`config.mk`:
```
export PLATFORM = sky130hd
export DESIGN_NAME = bechi_log2
export DESIGN_NICKNAME = d
export VERILOG_FILES = /design/src/rtl/bechi_pkg.sv /design/src/rtl/bechi_log2.sv
export SDC_FILE = /design/constraint.sdc
export NUM_CORES = 2
export LEC_CHECK = 0
export ABC_CLOCK_PERIOD_IN_PS = 10400
export BUFFER_PORTS_ARGS = -buffer_cell sky130_fd_sc_hd__buf_2
export CAP_MARGIN = 20
export CELL_PAD_IN_SITES_DETAIL_PLACEMENT = 0
export CELL_PAD_IN_SITES_GLOBAL_PLACEMENT = 1
export CORE_ASPECT_RATIO = 0.7
export CORE_MARGIN = 5
export CORE_UTILIZATION = 35
export CTS_BUF_LIST = sky130_fd_sc_hd__clkbuf_2 sky130_fd_sc_hd__clkbuf_4 sky130_fd_sc_hd__clkbuf_8
export DETAILED_ROUTE_END_ITERATION = 16
export PLACE_DENSITY_LB_ADDON = 0.1
export SLEW_MARGIN = 20
export SYNTH_ARGS = -nofsm -noshare
export SYNTH_HDL_FRONTEND = slang
export SYNTH_SLANG_ARGS = --single-unit
```
`constraint.sdc`:
```
create_clock -name clk -period 10.4 [get_ports clk]
set_input_delay 0.52 -clock clk [delete_from_list [all_inputs] [get_ports clk]]
set_output_delay 0.52 -clock clk [all_outputs]
set_load 0.02 [all_outputs]
```
`src/rtl/bechi_pkg.sv`:
```
// ----------------------------------------------------------------------------
// bechi_pkg
// Types, constants and codes shared by the byte statistics block.
// ----------------------------------------------------------------------------
`default_nettype none

package bechi_pkg;

	localparam int COUNT_BITS_DEF = 24;

	localparam int LOG_IN_W  = 32;
	localparam int FRAC_W    = 16;
	localparam int EXP_W     = 5;
	localparam int LOG_W     = EXP_W + FRAC_W;
	localparam int SQ_STEPS  = FRAC_W;

	localparam int DIV_DW    = 72;
	localparam int DIV_VW    = 32;
	localparam int DIV_CW    = $clog2(DIV_DW);

	localparam int SUM_W     = 64;
	localparam int CHI_W     = 40;
	localparam int ENT_W     = 20;
	localparam int CNT_OUT_W = 24;
	localparam int DIST_W    = 9;
	localparam int MINLEN_W  = 16;

	localparam logic [ENT_W-1:0] ENT_MAX = 20'd524288;
	localparam logic [CNT_OUT_W-1:0] CNT_OUT_MAX = 24'hFFFFFF;

	localparam int CFG_IDX_W  = 2;
	localparam int CFG_DATA_W = 20;
	localparam logic [CFG_IDX_W-1:0] CFG_MIN_LENGTH  = 2'd0;
	localparam logic [CFG_IDX_W-1:0] CFG_ENTROPY_THR = 2'd1;

	localparam logic [MINLEN_W-1:0] MIN_LENGTH_RST = 16'd32;
	localparam logic [ENT_W-1:0] ENT_THR_RST = 20'd478413;

	typedef struct packed {
		logic [7:0] data_byte;
		logic       last;
	} in_word_t;

	typedef struct packed {
		logic [CNT_OUT_W-1:0] byte_count;
		logic [DIST_W-1:0]    distinct_values;
		logic [ENT_W-1:0]     entropy_q16;
		logic [CHI_W-1:0]     chi_square_q8;
		logic                 too_short;
		logic                 entropy_above;
	} out_word_t;

	typedef struct packed {
		logic       acc;
		logic [7:0] acc_byte;
		logic       sweep_rd;
		logic [7:0] sweep_addr;
		logic       clear;
	} hist_ctl_t;

	typedef enum logic [1:0] {
		LOG_IDLE,
		LOG_NORM,
		LOG_SQ
	} log_st_t;

	typedef enum logic {
		DIV_IDLE,
		DIV_RUN
	} div_st_t;

	typedef enum logic [4:0] {
		S_ACC,
		S_DRAIN,
		S_P1_RD,
		S_P1_CHK,
		S_P1_LOG,
		S_P1_ACC,
		S_P1_NEXT,
		S_LT,
		S_LT_W,
		S_DV1,
		S_DV1_W,
		S_DV2,
		S_DV2_W,
		S_P2_RD,
		S_P2_CHK,
		S_P2_SQ,
		S_P2_ACC,
		S_P2_NEXT,
		S_DV3,
		S_DV3_W,
		S_FIN
	} seq_st_t;

endpackage

`default_nettype wire

```
`src/rtl/bechi_log2.sv`:
```
// ----------------------------------------------------------------------------
// bechi_log2
// Iterative log2 in Q5.16: shift-normalize, then sixteen mantissa squarings.
// ----------------------------------------------------------------------------
`default_nettype none

module bechi_log2 import bechi_pkg::*; (
	input  logic                clk,
	input  logic                arst_n,
	input  logic                start,
	input  logic [LOG_IN_W-1:0] x,
	output logic                busy,
	output logic                done,
	output logic [LOG_W-1:0]    result
);

	log_st_t state_q, state_d;
	logic [LOG_IN_W-1:0]     m_q;
	logic [EXP_W-1:0]        e_q;
	logic [$clog2(SQ_STEPS)-1:0] k_q;
	logic [FRAC_W-1:0]       frac_q;
	logic                    done_q;
	logic [2*LOG_IN_W-1:0]   sq;
	logic [LOG_IN_W:0]       sq_hi;

	assign sq    = m_q * m_q;
	assign sq_hi = sq[2*LOG_IN_W-1:LOG_IN_W-1];

	always_comb begin
		state_d = state_q;
		case (state_q)
			LOG_IDLE: if (start && (x != '0)) state_d = LOG_NORM;
			LOG_NORM: if (m_q[LOG_IN_W-1]) state_d = LOG_SQ;
			LOG_SQ:   if (k_q == SQ_STEPS[$clog2(SQ_STEPS)-1:0] - 1'b1) state_d = LOG_IDLE;
			default:  state_d = LOG_IDLE;
		endcase
	end

	always_comb begin
		busy   = (state_q != LOG_IDLE);
		done   = done_q;
		result = {e_q, frac_q};
	end

	always_ff @(posedge clk or negedge arst_n) begin
		if (!arst_n) begin
			state_q <= LOG_IDLE;
			done_q  <= 1'b0;
			k_q     <= '0;
		end else begin
			state_q <= state_d;
			done_q  <= 1'b0;
			case (state_q)
				LOG_IDLE: begin
					k_q <= '0;
					if (start && (x == '0)) done_q <= 1'b1;
				end
				LOG_SQ: begin
					k_q <= k_q + 1'b1;
					if (k_q == SQ_STEPS[$clog2(SQ_STEPS)-1:0] - 1'b1) done_q <= 1'b1;
				end
				default: ;
			endcase
		end
	end

	always_ff @(posedge clk) begin
		case (state_q)
			LOG_IDLE: begin
				if (start) begin
					m_q    <= x;
					e_q    <= (x == '0) ? '0 : EXP_W'(LOG_IN_W - 1);
					frac_q <= '0;
				end
			end
			LOG_NORM: begin
				if (!m_q[LOG_IN_W-1]) begin
					m_q <= {m_q[LOG_IN_W-2:0], 1'b0};
					e_q <= e_q - 1'b1;
				end
			end
			LOG_SQ: begin
				frac_q <= {frac_q[FRAC_W-2:0], sq_hi[LOG_IN_W]};
				m_q    <= sq_hi[LOG_IN_W] ? sq_hi[LOG_IN_W:1] : sq_hi[LOG_IN_W-1:0];
			end
			default: ;
		endcase
	end

endmodule

`default_nettype wire

```
* After elaboration in Yosys (flattened, before gate mapping) *
Cells that the tools add are included.

operators by class
  add/subtract/negate cells = 2
  $mul = 1
  divide/modulo/power cells = 0
  magnitude comparators = 0
  equality and inequality tests = 8
  shift-type cells = 0
  mux-type cells = 18
  bitwise logic cells = 0
  reduce and logical (&&, ||, !) cells = 14

operator list
  kind                                              count
  2-to-1 mux 32 bit                                 3
  one-hot mux 32 bit (3 select lines)               1
  multiplier 32 x 32 -> 64 bit                      1
  zero test 32 bit                                  1
  one-hot mux 16 bit (2 select lines)               1
  nonzero test 32 bit                               1
  2-to-1 mux 16 bit                                 1
  2-to-1 mux 5 bit                                  3
  inequality test 2 bit, second input constant      5
  one-hot mux 5 bit (2 select lines)                1
  AND reduction 3 bit                               3
  one-hot mux 4 bit (2 select lines)                1
  2-to-1 mux 2 bit                                  3
  one-hot mux 2 bit (3 select lines)                1
  nonzero test 2 bit                                3
  subtractor 5 x 1 -> 5 bit, second input constant  1
  adder 4 x 1 -> 4 bit, second input constant       1
  == test 4 bit, second input constant              1
  AND reduction 2 bit                               2
  nonzero test 3 bit                                1
  == test 2 x 1 -> 1 bit, second input constant     1
  == test 2 bit, second input constant              1
  logical AND 1 bit                                 2
  zero test 2 bit                                   1
  other kinds (2)                                   3

word-level totals
  register bits after elaboration = 60
  latch bits = 0
  memory bits (writable) = 0
  ROM bits = 0
  bits of input ports = 35
  output and inout bits = 23
  word-level logic and storage cells = 50
  memories kept = 0

* Logic depth before layout (Yosys ltp) *
  word-level depth = 4
  gate-level depth with buffers = 31
  gate-level depth less buffers = 26

* Least setup slack after synthesis *
OpenSTA, ideal clock, no wires.

  path kind = reg2reg
  start = reg m_q[19]
  end = reg m_q[0] (data pin)
  library setup time = 0.261 ns
  arrival time = 7.367 ns
  data required time = 10.139 ns
  setup slack = 2.773 ns
  stages on the path, launching flop included = 28
  path buffers = 4
  clock period less this slack = 7.627 ns
  path through = edfxtp_1 clkbuf_1 clkbuf_1 nand2_1 fa_1 inv_1 fa_1 inv_1 fa_1 fa_1 inv_1 fa_1 fa_1 fa_1 inv_1 fa_1 inv_1 ha_1 clkbuf_2 and4_1 a211o_1 a31oi_2 nor3_2 a22o_4 nor4_4 buf_6 nor4_2 a221o_1

between the ends
  word-level cells in the longest chain between the ends = 3

ends and longest elaborated chain
  element                              RTL line          text
  from (decl)                          bechi_log2.sv:18  logic [LOG_IN_W-1:0] m_q;
  from (signal assigned)               bechi_log2.sv:78  m_q <= {m_q[LOG_IN_W-2:0], 1'b0};
  from (signal assigned)               bechi_log2.sv:84  m_q <= sq_hi[LOG_IN_W] ? sq_hi[LOG_IN_W:1] : sq_hi[LOG_IN_W-1:0];
  multiplier 32 x 32 -> 64 bit         bechi_log2.sv:26  assign sq = m_q * m_q;
  2-to-1 mux 32 bit                    bechi_log2.sv:84
  one-hot mux 32 bit (3 select lines)  bechi_log2.sv:68  case (state_q)

Every way passes these cells.
A chain may end at the register's enable or synchronous reset.

* Worst setup path after layout *
  start = reg m_q[4]
  end = reg m_q[16] (data pin)

The elaborated chain is that of the path after synthesis.

==> impl_metrics.prom <==
# TYPE chip_impl_metric gauge
chip_impl_info{name="status",value="finished, final reports clean"} 1
chip_impl_info{name="crit_path_start_kind",value="flip-flop"} 1
chip_impl_metric{name="wire_length_per_cell",unit="um"} 23.30
chip_impl_metric{name="groute.usage.overall",unit=""} 0.2267
chip_impl_info{name="cts_root_buf",value="clkbuf_8"} 1
chip_impl_metric{name="cts.sinks",unit=""} 60
chip_impl_info{name="dominant_combinational_cell_family_by_area_after_synthesis",value="adder cells"} 1
chip_impl_info{name="tritoncts_clock_tree",value="built"} 1
chip_impl_metric{name="synth_simple_gate_area_share",unit=""} 0.1225
chip_impl_metric{name="yosys-mux-area-fraction",unit=""} 0.002480
chip_impl_metric{name="synth_compound_gate_area_share",unit=""} 0.06960
chip_impl_metric{name="holdPathStages",unit=""} 3
chip_impl_metric{name="synth_edf_count",unit=""} 53
chip_impl_info{name="synthFlopType",value="edfxtp_1"} 1
chip_impl_info{name="worst-setup-path-type",value="flip-flop to flip-flop"} 1
chip_impl_metric{name="report.final.slew_viol_count",unit=""} 0
chip_impl_metric{name="rrSetupSlack",unit="ns"} 1.08
chip_impl_metric{name="drt-total-wl",unit="um"} 110700
chip_impl_metric{name="route.detailed.drc",unit=""} 0
chip_impl_metric{name="postCtsSetupBuffers",unit=""} 0
chip_impl_metric{name="yosys.cell_types.count",unit=""} 79
chip_impl_info{name="setup_repair_after_global_routing_missed_its_margin",value="false"} 1
chip_impl_metric{name="yosysWarnings",unit=""} 0
chip_impl_metric{name="fp.dieH",unit="um"} 266.1
chip_impl_metric{name="drtPass1Iterations",unit=""} 5
chip_impl_metric{name="cts_buffer_depth",unit=""} 2
chip_impl_info{name="hold_path.class",value="input port to flip-flop"} 1
chip_impl_metric{name="reg2reg_depth",unit=""} 25
chip_impl_info{name="cp_top_family",value="adder cells"} 1
chip_impl_metric{name="cts_htree_levels",unit=""} 3
chip_impl_metric{name="synth_area_in_adders",unit=""} 0.5993
chip_impl_info{name="hold_path.startpoint",value="start"} 1
chip_impl_metric{name="post_drt_via_cell_ratio",unit=""} 4.989
chip_impl_metric{name="ff_latch_area",unit="um^2"} 1767
chip_impl_info{name="worst_r2r_endpoint",value="m_q[16]$_DFFE_PP_"} 1
chip_impl_metric{name="detailroute.via_count",unit=""} 23702
chip_impl_metric{name="floorplan.die_area",unit="um^2"} 100000
chip_impl_metric{name="fmax",unit="GHz"} 0.1073
chip_impl_info{name="timing.rr.start",value="m_q[4]$_DFFE_PP_"} 1
chip_impl_metric{name="cp.buffers_inverters",unit=""} 6
chip_impl_metric{name="setup_viol_count_final",unit=""} 0
chip_impl_metric{name="fillerInstances",unit=""} 9384
chip_impl_metric{name="finalHoldViolations",unit=""} 0
chip_impl_metric{name="timing.max_slew.rel_slack",unit=""} 0.2525
chip_impl_metric{name="clk_transition_reported_paths",unit="ns"} 0.10
chip_impl_info{name="cell_repeated_most_along_the_worst_path",value="fa_1"} 1
chip_impl_metric{name="routabilityCongestion",unit=""} 0.8713
chip_impl_metric{name="coreArea",unit="um^2"} 92510
chip_impl_info{name="timing.critical_path.slowest_stage_cell",value="edfxtp_1"} 1
chip_impl_metric{name="post-route-period-util",unit=""} 0.8960
chip_impl_metric{name="netlist_instances",unit=""} 3515
chip_impl_metric{name="number_of_global_route_vias_before_repair",unit=""} 25837
chip_impl_metric{name="multi_input_gate_area_in_the_final_layout",unit="um^2"} 26660
chip_impl_metric{name="port_buffers",unit=""} 57
chip_impl_metric{name="finalNetCount",unit=""} 4639
chip_impl_metric{name="worst_slew_pin_slew",unit="ns"} 1.121
chip_impl_metric{name="synth.yosys.seq_area_share",unit=""} 0.05388
chip_impl_metric{name="post-route-min-period",unit="ns"} 9.318
chip_impl_metric{name="dp_hpwl",unit="um"} 92220
chip_impl_metric{name="cts_hold_buffers",unit=""} 1
chip_impl_metric{name="flow.area_growth_from_synthesis",unit="%"} 6.270
chip_impl_info{name="synth_area_leaders",value="fa_1, ha_1, inv_1, edfxtp_1, and2_1"} 1
chip_impl_metric{name="clk_latency",unit="ns"} 0.38
chip_impl_metric{name="synth_largest_type_area_fraction",unit=""} 0.4829
chip_impl_metric{name="maxCapViolations",unit=""} 0
chip_impl_metric{name="clock_skew",unit="ns"} 0.01843
chip_impl_metric{name="ant_nets",unit=""} 0
chip_impl_metric{name="synth_area_per_cell",unit="um^2"} 9.328
chip_impl_info{name="hold_path_end",value="done$_DFF_PN0_"} 1
chip_impl_metric{name="syn-num-nets",unit=""} 4646
chip_impl_metric{name="maximum_fanout_count_along_the_critical_path",unit=""} 15
chip_impl_metric{name="numCtsBuffers",unit=""} 9
chip_impl_metric{name="synth.ff_latch_count",unit=""} 60
chip_impl_metric{name="detail_route.iter0.violations",unit=""} 1758
chip_impl_metric{name="timing.critical_path.required",unit="ns"} 10.59
chip_impl_metric{name="die_width",unit="um"} 375.8
chip_impl_metric{name="arrival",unit="ns"} 9.51
chip_impl_metric{name="yosys.area_share.xor_xnor",unit=""} 0.01843
chip_impl_metric{name="synth_async_sr_flop_share",unit=""} 0.1167
chip_impl_metric{name="num_rows",unit=""} 93
chip_impl_metric{name="cts_repair_resizes",unit=""} 0
chip_impl_metric{name="cpPeakStageDelay",unit="ns"} 0.90
chip_impl_metric{name="initial_standard_cell_utilization_of_the_core",unit=""} 0.3544
chip_impl_metric{name="top_level_ports",unit=""} 58
chip_impl_metric{name="grt_start_max_net_pins",unit=""} 33
chip_impl_metric{name="initial_antenna_violation_count",unit=""} 8
chip_impl_metric{name="grt_remaining_overflow",unit=""} 0
chip_impl_metric{name="drive_gt1_frac",unit=""} 0.05579
chip_impl_info{name="setup.worst_path.end_class",value="flip-flop"} 1
chip_impl_metric{name="fin_setup_tns",unit="ns"} 0
chip_impl_info{name="synth_top_cell_by_area",value="fa_1"} 1
chip_impl_metric{name="synthesis.area",unit="um^2"} 32790
chip_impl_metric{name="grt_first_pass_wirelength",unit="um"} 169900
[registers in the layout, indices dropped and copies added (netlist names)]
register	count
frac_q	16
k_q	4
m_q	32
state_q	2
e_q	5
done	1
[synth_stat cells, drive strengths merged, types with 4 or more instances]
library cell,count
a211o,5
a211oi,8
a21o,27
a21oi,82
a22oi,33
a311oi,4
a31o,12
a31oi,14
and2,240
and3,13
and4,5
buf,27
clkbuf,121
dfrtp,7
edfxtp,53
fa,791
ha,305
inv,995
mux2i,7
nand2,308
nand3,46
nand4,42
nor2,91
nor2b,6
nor3,21
nor4,13
o211ai,30
o21a,9
o21ai,62
o21bai,14
o31ai,5
or2,10
or3,4
or4,5
xnor2,31
xor2,38
[cells in the final DEF, fill, tap and decap left out, types with 6 or more instances in the layout]
master and instances:
nor2b_1 6, clkbuf_8 9, o21a_1 9, buf_4 67, nor2_1 89, and2_1 240
nor3_1 20, and3_1 11, xnor2_1 31, fa_1 791, o21bai_1 14, buf_2 57
o211ai_1 30, a21oi_1 75, a31oi_1 12, nand2_1 306, edfxtp_1 53, a22oi_1 32
a31o_2 12, o21ai_0 55, mux2i_1 7, a211oi_1 8, dfrtp_1 7, nor4_1 11
inv_1 995, nand3_1 46, or2_2 10, a21o_1 26, nand4_1 42, ha_1 305
xor2_1 38
[per-stage QoR]
step	setup slack (ns)	hold WS [ns]	instance area [um^2]	instances	util
after global placement	1.248	0.3702	34580	4730	0.3738
after floorplan	2.773	0.2244	32790	3515	-
after CTS	1.152	0.4244	34840	4748	0.3766
after global routing	0.6539	0.4750	34840	4748	0.3766
after detailed placement	1.209	0.3713	34600	4731	0.3741
final	1.082	0.4583	34840	4751	0.3767
[logic make-up (layout without fill, tap and decap cells)]
group / count (synthesis) / count (layout)
XOR/XNOR: 69 / 69
multiplexers: 8 / 8
adder cells (fa/ha/maj): 1096 / 1096
AND/OR/NAND/NOR: 806 / 806
flip-flops: 60 / 60
AO/OA/AOI/OAI: 332 / 332
buffers and inverters: 1144 / 1142
other: 0 / 3
[worst max path at each step]
stage | slack (ns) | endpoint | startpoint | cells past startpoint
global placement | 1.25 | m_q[16]$_DFFE_PP_ | m_q[4]$_DFFE_PP_ | 26
CTS | 1.15 | m_q[16]$_DFFE_PP_ | m_q[4]$_DFFE_PP_ | 25
finish | 1.08 | m_q[16]$_DFFE_PP_ | m_q[4]$_DFFE_PP_ | 25
floorplan | 2.77 | m_q[0]$_DFFE_PP_ | m_q[19]$_DFFE_PP_ | 27
detailed placement | 1.21 | m_q[16]$_DFFE_PP_ | m_q[4]$_DFFE_PP_ | 25
global route | 0.65 | m_q[6]$_DFFE_PP_ | m_q[4]$_DFFE_PP_ | 26
[tightest hold or removal path, cell delays in order]
cell and delay (ns):
buf_2 0.11, nand3_1 0.07, o21ai_0 0.09
[area by class of cell]
cell class,instances,area share
multi-input combinational,2311,0.7651
clock inverter,7,0.002837
clock buffer,9,0.003555
timing repair buffer,130,0.02600
tap,1235,0.04435
antenna,3,0.0002154
sequential,60,0.05070
inverter,996,0.1073
[routing by layer]
| metal | GRT usage | share of wire | vias to the layer above |
|---|---|---|---|
| met2 | 0.3047 | 0.38 | 793 |
| met5 | 0 | 0.00024 | - |
| met4 | 0.01565 | 0.0070 | 4 |
| li1 | - | - | 10520 |
| met1 | 0.3761 | 0.52 | 12335 |
| met3 | 0.05521 | 0.086 | 50 |
Power is not shown: default switching activity piles up to over one toggle a cycle in this logic, so the estimate is an artifact.
